`config.mk`:
```
export PLATFORM = sky130hd
export DESIGN_NAME = bounded_list_insert_remove_flat
export DESIGN_NICKNAME = d
export VERILOG_FILES = /design/src/hdl/blir_pkg.sv /design/src/hdl/blir_if.sv /design/src/hdl/blir_datapath.sv /design/src/hdl/blir_ctrl.sv /design/src/hdl/bounded_list_insert_remove.sv /design/src/flat_wrapper.sv
export SDC_FILE = /design/constraint.sdc
export NUM_CORES = 1
export LEC_CHECK = 0
export ABC_CLOCK_PERIOD_IN_PS = 15800
export BUFFER_PORTS_ARGS = -buffer_cell sky130_fd_sc_hd__clkbuf_2
export CORE_MARGIN = 1
export CORE_UTILIZATION = 35
export DETAILED_ROUTE_END_ITERATION = 8
export PLACE_DENSITY = 0.46
export SLEW_MARGIN = 20
export SYNTH_ARGS = -nofsm -noshare
export SYNTH_HDL_FRONTEND = slang
export SYNTH_SLANG_ARGS = --single-unit
```
`constraint.sdc`:
```
create_clock -name i_clk -period 15.8 [get_ports i_clk]
set_input_delay 0.79 -clock i_clk [delete_from_list [all_inputs] [get_ports i_clk]]
set_output_delay 0.79 -clock i_clk [all_outputs]
set_load 0.05 [all_outputs]
```
`src/hdl/blir_pkg.sv`:
```
// ---------------------------------------------------------------------------
// blir_pkg
// Types, codes and sizes shared by the bounded list blocks.
// ---------------------------------------------------------------------------
`default_nettype none

package blir_pkg;

    localparam int CAPACITY   = 16;
    localparam int DATA_WIDTH = 32;
    localparam int COUNT_W    = 9;
    localparam int IDX_W      = (CAPACITY > 1) ? $clog2(CAPACITY) : 1;

    typedef logic [DATA_WIDTH-1:0] t_word;
    typedef logic [63:0]           t_wide;
    typedef logic [COUNT_W-1:0]    t_count;

    typedef enum logic [1:0] {
        ACT_APPEND = 2'd0,
        ACT_INSERT = 2'd1,
        ACT_REMOVE = 2'd2,
        ACT_READ   = 2'd3
    } t_action;

    typedef enum logic [1:0] {
        ST_OK        = 2'd0,
        ST_BAD_INDEX = 2'd1,
        ST_FULL      = 2'd2
    } t_status;

    typedef enum logic [2:0] {
        OP_NONE,
        OP_APPEND,
        OP_INSERT,
        OP_REMOVE,
        OP_READ
    } t_op;

    typedef enum logic {
        S_IDLE,
        S_EXEC
    } t_state;

    // Commands from the controller to the datapath.
    typedef struct packed {
        logic    capture;
        logic    load_result;
        t_op     op;
        t_status status;
    } t_dp_cmd;

    // Status from the datapath to the controller.
    typedef struct packed {
        t_action action;
        logic    pos_live;
        logic    full;
    } t_dp_stat;

endpackage

`default_nettype wire

```
`src/hdl/blir_if.sv`:
```
// ---------------------------------------------------------------------------
// blir_req_if / blir_rsp_if
// Valid/ready channels for list requests and list responses.
// ---------------------------------------------------------------------------
`default_nettype none

interface blir_req_if;
    logic              valid;
    logic              ready;
    logic [1:0]        action;
    logic [31:0]       item_value;
    logic signed [9:0] position;

    modport source (output valid, output action, output item_value, output position,
                    input ready);
    modport sink   (input valid, input action, input item_value, input position,
                    output ready);
endinterface

interface blir_rsp_if;
    logic        valid;
    logic        ready;
    logic [1:0]  status;
    logic [31:0] read_value;
    logic [8:0]  entry_count;

    modport source (output valid, output status, output read_value, output entry_count,
                    input ready);
    modport sink   (input valid, input status, input read_value, input entry_count,
                    output ready);
endinterface

`default_nettype wire

```
`src/hdl/blir_datapath.sv`:
```
// ---------------------------------------------------------------------------
// blir_datapath
// Request registers, the chain of list cells, the live count and the
// response registers.
// ---------------------------------------------------------------------------
`default_nettype none

module blir_datapath (
    input  wire                    i_clk,
    input  wire                    i_rst_n,
    input  wire blir_pkg::t_dp_cmd i_cmd,
    output blir_pkg::t_dp_stat     o_stat,
    input  wire [1:0]              i_action,
    input  wire [31:0]             i_item_value,
    input  wire signed [9:0]       i_position,
    output logic [1:0]             o_status,
    output logic [31:0]            o_read_value,
    output logic [8:0]             o_entry_count
);

    logic [1:0]        r_action;
    blir_pkg::t_word   r_value;
    logic signed [9:0] r_position;
    blir_pkg::t_count  r_count;
    blir_pkg::t_count  n_count;

    blir_pkg::t_word   r_cell [blir_pkg::CAPACITY];
    blir_pkg::t_word   n_cell [blir_pkg::CAPACITY];
    blir_pkg::t_word   w_left [blir_pkg::CAPACITY];
    blir_pkg::t_word   w_right[blir_pkg::CAPACITY];

    blir_pkg::t_status r_status;
    logic [31:0]       r_read_value;
    blir_pkg::t_count  r_rsp_count;

    blir_pkg::t_count  w_pos;
    blir_pkg::t_word   w_rd_word;
    blir_pkg::t_wide   w_rd_wide;

    // Positions are only used once they are known to be non-negative.
    assign w_pos = r_position[8:0];

    always_ff @(posedge i_clk) begin
        if (i_cmd.capture) begin
            r_action   <= i_action;
            r_value    <= blir_pkg::t_word'(i_item_value);
            r_position <= i_position;
        end
    end

    assign o_stat.action   = blir_pkg::t_action'(r_action);
    assign o_stat.pos_live = !r_position[9] && (w_pos < r_count);
    assign o_stat.full     = (r_count == blir_pkg::t_count'(blir_pkg::CAPACITY));

    // Each cell picks its next value from itself, the new value or one of
    // its two neighbors, so all cells shift together in one register update.
    for (genvar g = 0; g < blir_pkg::CAPACITY; g++) begin : g_cell
        if (g == 0) begin : g_first
            assign w_left[g] = r_cell[g];
        end else begin : g_left
            assign w_left[g] = r_cell[g-1];
        end
        if (g == blir_pkg::CAPACITY - 1) begin : g_last
            assign w_right[g] = r_cell[g];
        end else begin : g_right
            assign w_right[g] = r_cell[g+1];
        end

        always_comb begin
            n_cell[g] = r_cell[g];
            unique case (i_cmd.op)
                blir_pkg::OP_APPEND: begin
                    if (blir_pkg::t_count'(g) == r_count) n_cell[g] = r_value;
                end
                blir_pkg::OP_INSERT: begin
                    if (blir_pkg::t_count'(g) == w_pos) begin
                        n_cell[g] = r_value;
                    end else if (blir_pkg::t_count'(g) > w_pos &&
                                 blir_pkg::t_count'(g) <= r_count) begin
                        n_cell[g] = w_left[g];
                    end
                end
                blir_pkg::OP_REMOVE: begin
                    if (blir_pkg::t_count'(g) >= w_pos &&
                        blir_pkg::t_count'(g) + 9'd1 < r_count) begin
                        n_cell[g] = w_right[g];
                    end
                end
                default: begin
                    n_cell[g] = r_cell[g];
                end
            endcase
        end
    end

    always_ff @(posedge i_clk) begin
        r_cell <= n_cell;
    end

    always_comb begin
        n_count = r_count;
        unique case (i_cmd.op)
            blir_pkg::OP_APPEND, blir_pkg::OP_INSERT: n_count = r_count + 9'd1;
            blir_pkg::OP_REMOVE:                      n_count = r_count - 9'd1;
            default:                                  n_count = r_count;
        endcase
    end

    always_ff @(posedge i_clk) begin
        if (!i_rst_n) begin
            r_count <= '0;
        end else begin
            r_count <= n_count;
        end
    end

    assign w_rd_word = r_cell[r_position[blir_pkg::IDX_W-1:0]];
    assign w_rd_wide = blir_pkg::t_wide'(w_rd_word);

    always_ff @(posedge i_clk) begin
        if (i_cmd.load_result) begin
            r_status     <= i_cmd.status;
            r_read_value <= (i_cmd.op == blir_pkg::OP_READ) ? w_rd_wide[31:0] : 32'd0;
            r_rsp_count  <= n_count;
        end
    end

    assign o_status      = r_status;
    assign o_read_value  = r_read_value;
    assign o_entry_count = r_rsp_count;

endmodule

`default_nettype wire

```
`src/hdl/blir_ctrl.sv`:
```
// ---------------------------------------------------------------------------
// blir_ctrl
// Controller: request and response handshakes, and the decision of which
// list operation runs and which status it reports.
// ---------------------------------------------------------------------------
`default_nettype none

module blir_ctrl (
    input  wire                     i_clk,
    input  wire                     i_rst_n,
    input  wire                     i_req_valid,
    output logic                    o_req_ready,
    output logic                    o_rsp_valid,
    input  wire                     i_rsp_ready,
    input  wire blir_pkg::t_dp_stat i_stat,
    output blir_pkg::t_dp_cmd       o_cmd
);

    blir_pkg::t_state r_state;
    blir_pkg::t_state n_state;
    logic             r_rsp_valid;
    logic             n_rsp_valid;

    always_ff @(posedge i_clk) begin
        if (!i_rst_n) begin
            r_state     <= blir_pkg::S_IDLE;
            r_rsp_valid <= 1'b0;
        end else begin
            r_state     <= n_state;
            r_rsp_valid <= n_rsp_valid;
        end
    end

    always_comb begin
        n_state           = r_state;
        n_rsp_valid       = r_rsp_valid && !i_rsp_ready;
        o_req_ready       = 1'b0;
        o_cmd.capture     = 1'b0;
        o_cmd.load_result = 1'b0;
        o_cmd.op          = blir_pkg::OP_NONE;
        o_cmd.status      = blir_pkg::ST_OK;
        unique case (r_state)
            blir_pkg::S_IDLE: begin
                // A new request is taken once the response slot is free or
                // is being emptied in this cycle.
                o_req_ready   = !r_rsp_valid || i_rsp_ready;
                o_cmd.capture = i_req_valid && o_req_ready;
                if (o_cmd.capture) n_state = blir_pkg::S_EXEC;
            end
            blir_pkg::S_EXEC: begin
                o_cmd.load_result = 1'b1;
                n_rsp_valid       = 1'b1;
                n_state           = blir_pkg::S_IDLE;
                unique case (i_stat.action)
                    blir_pkg::ACT_APPEND: begin
                        if (i_stat.full) o_cmd.status = blir_pkg::ST_FULL;
                        else             o_cmd.op     = blir_pkg::OP_APPEND;
                    end
                    blir_pkg::ACT_INSERT: begin
                        // The index check takes precedence over the full check.
                        priority if (!i_stat.pos_live) o_cmd.status = blir_pkg::ST_BAD_INDEX;
                        else if (i_stat.full)          o_cmd.status = blir_pkg::ST_FULL;
                        else                           o_cmd.op     = blir_pkg::OP_INSERT;
                    end
                    blir_pkg::ACT_REMOVE: begin
                        if (!i_stat.pos_live) o_cmd.status = blir_pkg::ST_BAD_INDEX;
                        else                  o_cmd.op     = blir_pkg::OP_REMOVE;
                    end
                    blir_pkg::ACT_READ: begin
                        if (!i_stat.pos_live) o_cmd.status = blir_pkg::ST_BAD_INDEX;
                        else                  o_cmd.op     = blir_pkg::OP_READ;
                    end
                endcase
            end
        endcase
    end

    assign o_rsp_valid = r_rsp_valid;

endmodule

`default_nettype wire

```
`src/hdl/bounded_list_insert_remove.sv`:
```
// ---------------------------------------------------------------------------
// bounded_list_insert_remove
// Fixed-capacity ordered list with append, insert, remove and read.
// ---------------------------------------------------------------------------
// Each request passes through the two controller states: S_IDLE registers
// it, and in S_EXEC every list cell loads its new value in parallel and
// the response is written, so a new request is taken only once the last
// one is through. A response waiting on a stalled sink holds off the next
// request. Every request returns one response with the status, the read
// value and the entry count after it.
`default_nettype none

module bounded_list_insert_remove (
    input  wire        i_clk,
    input  wire        i_rst_n,
    blir_req_if.sink   i_req,
    blir_rsp_if.source o_rsp
);

    blir_pkg::t_dp_cmd  w_cmd;
    blir_pkg::t_dp_stat w_stat;

    blir_ctrl u_ctrl (
        .i_clk       (i_clk),
        .i_rst_n     (i_rst_n),
        .i_req_valid (i_req.valid),
        .o_req_ready (i_req.ready),
        .o_rsp_valid (o_rsp.valid),
        .i_rsp_ready (o_rsp.ready),
        .i_stat      (w_stat),
        .o_cmd       (w_cmd)
    );

    blir_datapath u_datapath (
        .i_clk         (i_clk),
        .i_rst_n       (i_rst_n),
        .i_cmd         (w_cmd),
        .o_stat        (w_stat),
        .i_action      (i_req.action),
        .i_item_value  (i_req.item_value),
        .i_position    (i_req.position),
        .o_status      (o_rsp.status),
        .o_read_value  (o_rsp.read_value),
        .o_entry_count (o_rsp.entry_count)
    );

endmodule

`default_nettype wire

```
`src/flat_wrapper.sv`:
```
// flat-port wrapper written by rule: the top's interface ports become plain ports
module bounded_list_insert_remove_flat 
  (i_clk, i_rst_n, i_req_valid, i_req_action, i_req_item_value, i_req_position, i_req_ready, o_rsp_valid, o_rsp_status, o_rsp_read_value, o_rsp_entry_count, o_rsp_ready);
  blir_req_if i_req_i ();
  blir_rsp_if o_rsp_i ();
  input  wire i_clk;
  input  wire i_rst_n;
  input wire logic [$bits(i_req_i.valid)-1:0] i_req_valid;
  input wire logic [$bits(i_req_i.action)-1:0] i_req_action;
  input wire logic [$bits(i_req_i.item_value)-1:0] i_req_item_value;
  input wire logic [$bits(i_req_i.position)-1:0] i_req_position;
  output wire logic [$bits(i_req_i.ready)-1:0] i_req_ready;
  output wire logic [$bits(o_rsp_i.valid)-1:0] o_rsp_valid;
  output wire logic [$bits(o_rsp_i.status)-1:0] o_rsp_status;
  output wire logic [$bits(o_rsp_i.read_value)-1:0] o_rsp_read_value;
  output wire logic [$bits(o_rsp_i.entry_count)-1:0] o_rsp_entry_count;
  input wire logic [$bits(o_rsp_i.ready)-1:0] o_rsp_ready;
  assign i_req_i.valid = i_req_valid;
  assign i_req_i.action = i_req_action;
  assign i_req_i.item_value = i_req_item_value;
  assign i_req_i.position = i_req_position;
  assign i_req_ready = i_req_i.ready;
  assign o_rsp_valid = o_rsp_i.valid;
  assign o_rsp_status = o_rsp_i.status;
  assign o_rsp_read_value = o_rsp_i.read_value;
  assign o_rsp_entry_count = o_rsp_i.entry_count;
  assign o_rsp_i.ready = o_rsp_ready;
  bounded_list_insert_remove u_core (.i_clk(i_clk), .i_rst_n(i_rst_n), .i_req(i_req_i), .o_rsp(o_rsp_i));
endmodule
```
==> flow_summary.ini <==
[run_status]
outcome = finished, final reports clean

[sta]
tightest_slew_ps = 1310
skew_ps = 14.8
hold_violations = 0
whs_ps = 333
finalSetupViolations = 0
fmax_mhz = 200
setup-tns-final_ps = 0
fin_crit_sh_pct = 31.7
post-route-min-period_ps = 5010
rsz0062_at_grt = false
slew_violations = 0
max-slew-margin-rel_pct = 12.4

[synth]
synth_top_area_share_pct = 53.5
synth_area_per_cell_um2 = 11.4
synth_ff_type = edfxtp_1
synth_cell_types = 74
yosys_register_bits = 610
post-synth-top-area-cell = edfxtp_1
yosysMostFrequentCell = edfxtp_1
synthTopCellsByCount = edfxtp_1, o22ai_1, a21oi_1, nand2_1, nor2_1
yosys_warnings = 0
yosysSeqAreaShare_pct = 54.2
synth-edff-count = 599
syn_nets = 3008
async_reset_ff_share_pct = 0
synthCells = 2947
synth_area_leaders = edfxtp_1, mux4_2, o22ai_1, a21oi_1, nand2_1
syn_area_mm2 = 0.0336

[finish]
layout-drive-gt1-share_pct = 16.4
multi_input_area_mm2 = 0.0143
areaGrowthSynthToFinish_pct = 11.5
layout.nets = 2933
design_area_mm2 = 0.0375
fill_cells = 9145
final_util_pct = 39.4
regArea_mm2 = 0.0182
num_antenna_cells = 0

[critical_path]
crit_family = compound AO/OA/AOI/OAI gates
cp_max_fo = 68
required_ps = 16270
critPathSlowestCell = dfxtp_4
cp_num_buf_inv = 2
critPathKind = flip-flop to flip-flop
startpoint_type = flip-flop
cp_common_cell = buf_4
endpoint_kind = flip-flop
critical_path.cell_chain = nand3b_1, a221o_4, buf_4, a21oi_4, buf_4, nor2_1, a21oi_1
crit_arrival_ps = 5480
cpPeakStageDelay_ps = 960

[cts]
clock_latency_ps = 640
cts_resized = 0
cts_tree = built
post-cts-setup-buffers = 0
root_buffer = clkbuf_16
clk_pin_slew_ps = 60
cts_made_buffers = 75
htree_levels = 3
cts_max_path_buffers = 3
cts_hold_buf = 0
clock-sinks = 610

[power]
irDropWorstVdd_v = 0.0000732
powerDensity_mw_per_mm2 = 106
power_mw = 3.98
p_leak_nw = 12.7

[flow_run]
max_cap_violations = 0

[die]
coreArea_mm2 = 0.0950
boundaryPins = 93
die_w_um = 312
die_y_um = 312
die_area_mm2 = 0.0973
initial_utilization_pct = 35.4
rows = 113

[placed_design]
place.gp.congestion = 0.867
dpl.hpwl_um = 70400
port_buffers = 92
place_area_mm2 = 0.0351

[routing]
wl_um = 129000
dr_total_vias = 26921
dr.first_iter.drc_count = 3075
drcViolationCount = 0
vias_per_cell = 6.42
wl_per_cell_um = 30.7
drt-pass1-iter-count = 6
drtAntennaViolNets = 0

[global_route]
grt_pass1_vias = 26748
grt_overflow = 0
grt_start_max_net_pins = 183
grtUsageTotal_pct = 26.0
antenna_found_initial = 1
grt_pass1_wl_um = 188000

[hold_path]
hold_class = input port to flip-flop
-- logic make-up after synthesis --
family	share of synthesized area [%]
buffers and inverters	4.49
xor gates and xnor gates	0.208
DFF	54.2
and+or+nand+nor	9.13
adders and majority gates	0.484
AOI/OAI and AO/OA	21.6
muxes	9.89
-- sequential cells by signal (all words and copies together) (netlist names) --
| name | count |
|---|---|
| u_core.u_datapath.o_entry_count | 9 |
| u_core.u_ctrl.o_rsp_valid | 1 |
| u_core.u_datapath.o_status | 2 |
| u_core.u_datapath.o_read_value | 32 |
| u_core.u_datapath.r_cell | 512 |
| u_core.u_datapath.r_count | 9 |
| u_core.u_datapath.r_position | 10 |
| u_core.u_datapath.r_value | 32 |
| u_core.u_datapath.r_action | 2 |
| u_core.u_ctrl.r_state | 1 |
-- power by group --
group | internal [mW] | switching [mW] | leakage, nW
Sequential | 1.82 | 0.0506 | 5.52
Clock | 0.992 | 0.708 | 1.16
Combinational | 0.151 | 0.259 | 6.03
Total | 2.97 | 1.02 | 12.7
-- final cells by class --
| class | instances | area share, % |
|---|---|---|
| clock buffers | 88 | 5.31 |
| clock inverters | 43 | 0.959 |
| inverters | 16 | 0.160 |
| multi-input cells | 2011 | 38.1 |
| flip-flops and latches | 610 | 48.6 |
| well taps | 1265 | 4.22 |
| repair buffers | 158 | 2.69 |
-- cells in the final DEF (no fill, tap or decap), types with 8 or more instances in the layout --
cell type | Yosys | final
buf_4 | 4 | 62
o21ai_1 | 43 | 37
o22ai_1 | 316 | 316
a22oi_1 | 131 | 129
clkbuf_2 | 0 | 92
mux2i_1 | 98 | 98
mux2_2 | 32 | 32
o221ai_1 | 25 | 25
a21oi_4 | 0 | 13
a21oi_1 | 269 | 260
clkbuf_16 | 0 | 78
edfxtp_1 | 599 | 599
nor3_1 | 14 | 13
o2bb2ai_1 | 34 | 33
nor2b_1 | 15 | 15
a21o_1 | 28 | 27
clkbuf_1 | 154 | 10
clkinv_2 | 0 | 19
and2_1 | 11 | 10
inv_1 | 15 | 15
mux4_2 | 88 | 88
o21ai_0 | 78 | 78
nand3_1 | 20 | 20
a221o_1 | 32 | 31
clkinv_1 | 0 | 16
a2bb2oi_2 | 30 | 30
a2bb2oi_1 | 36 | 36
nor2_1 | 252 | 250
xnor2_1 | 8 | 8
and3_1 | 40 | 39
nand2_1 | 265 | 260
a31oi_1 | 9 | 9
or3_1 | 9 | 8
nand3b_1 | 25 | 25
ha_1 | 13 | 13
dfxtp_1 | 11 | 10
-- through the flow --
step,std cells,setup WS [ps]
2_1_floorplan,2947,9990
4_1_cts,4190,10780
3_5_place_dp,4059,10790
5_1_grt,4191,10590
6_report,4191,10790
3_3_place_gp,4059,10930
-- final timing paths --
path	start	slack (ps)	cells past startpoint	endpoint
setup reg to reg	u_core.u_ctrl.r_state	10790	7	u_core.u_datapath.r_cell[65]
setup / recovery	u_core.u_ctrl.r_state	10790	7	u_core.u_datapath.r_cell[65]
hold reg to reg	u_core.u_ctrl.o_rsp_valid	550	2	u_core.u_ctrl.o_rsp_valid
hold / removal	i_req_item_value[7]	330	1	u_core.u_datapath.r_value[7]
-- metal layers --
layer  vias up  wire length (µm)  global-route usage, %
met5         -                 0                      0
met4         0              3650                   7.78
met3       224             11300                   4.80
met2      1503             58700                   40.8
met1     13703             55100                   36.4
li1      11491                 -                      -
Note: power is estimated with default switching activity, not from simulation.
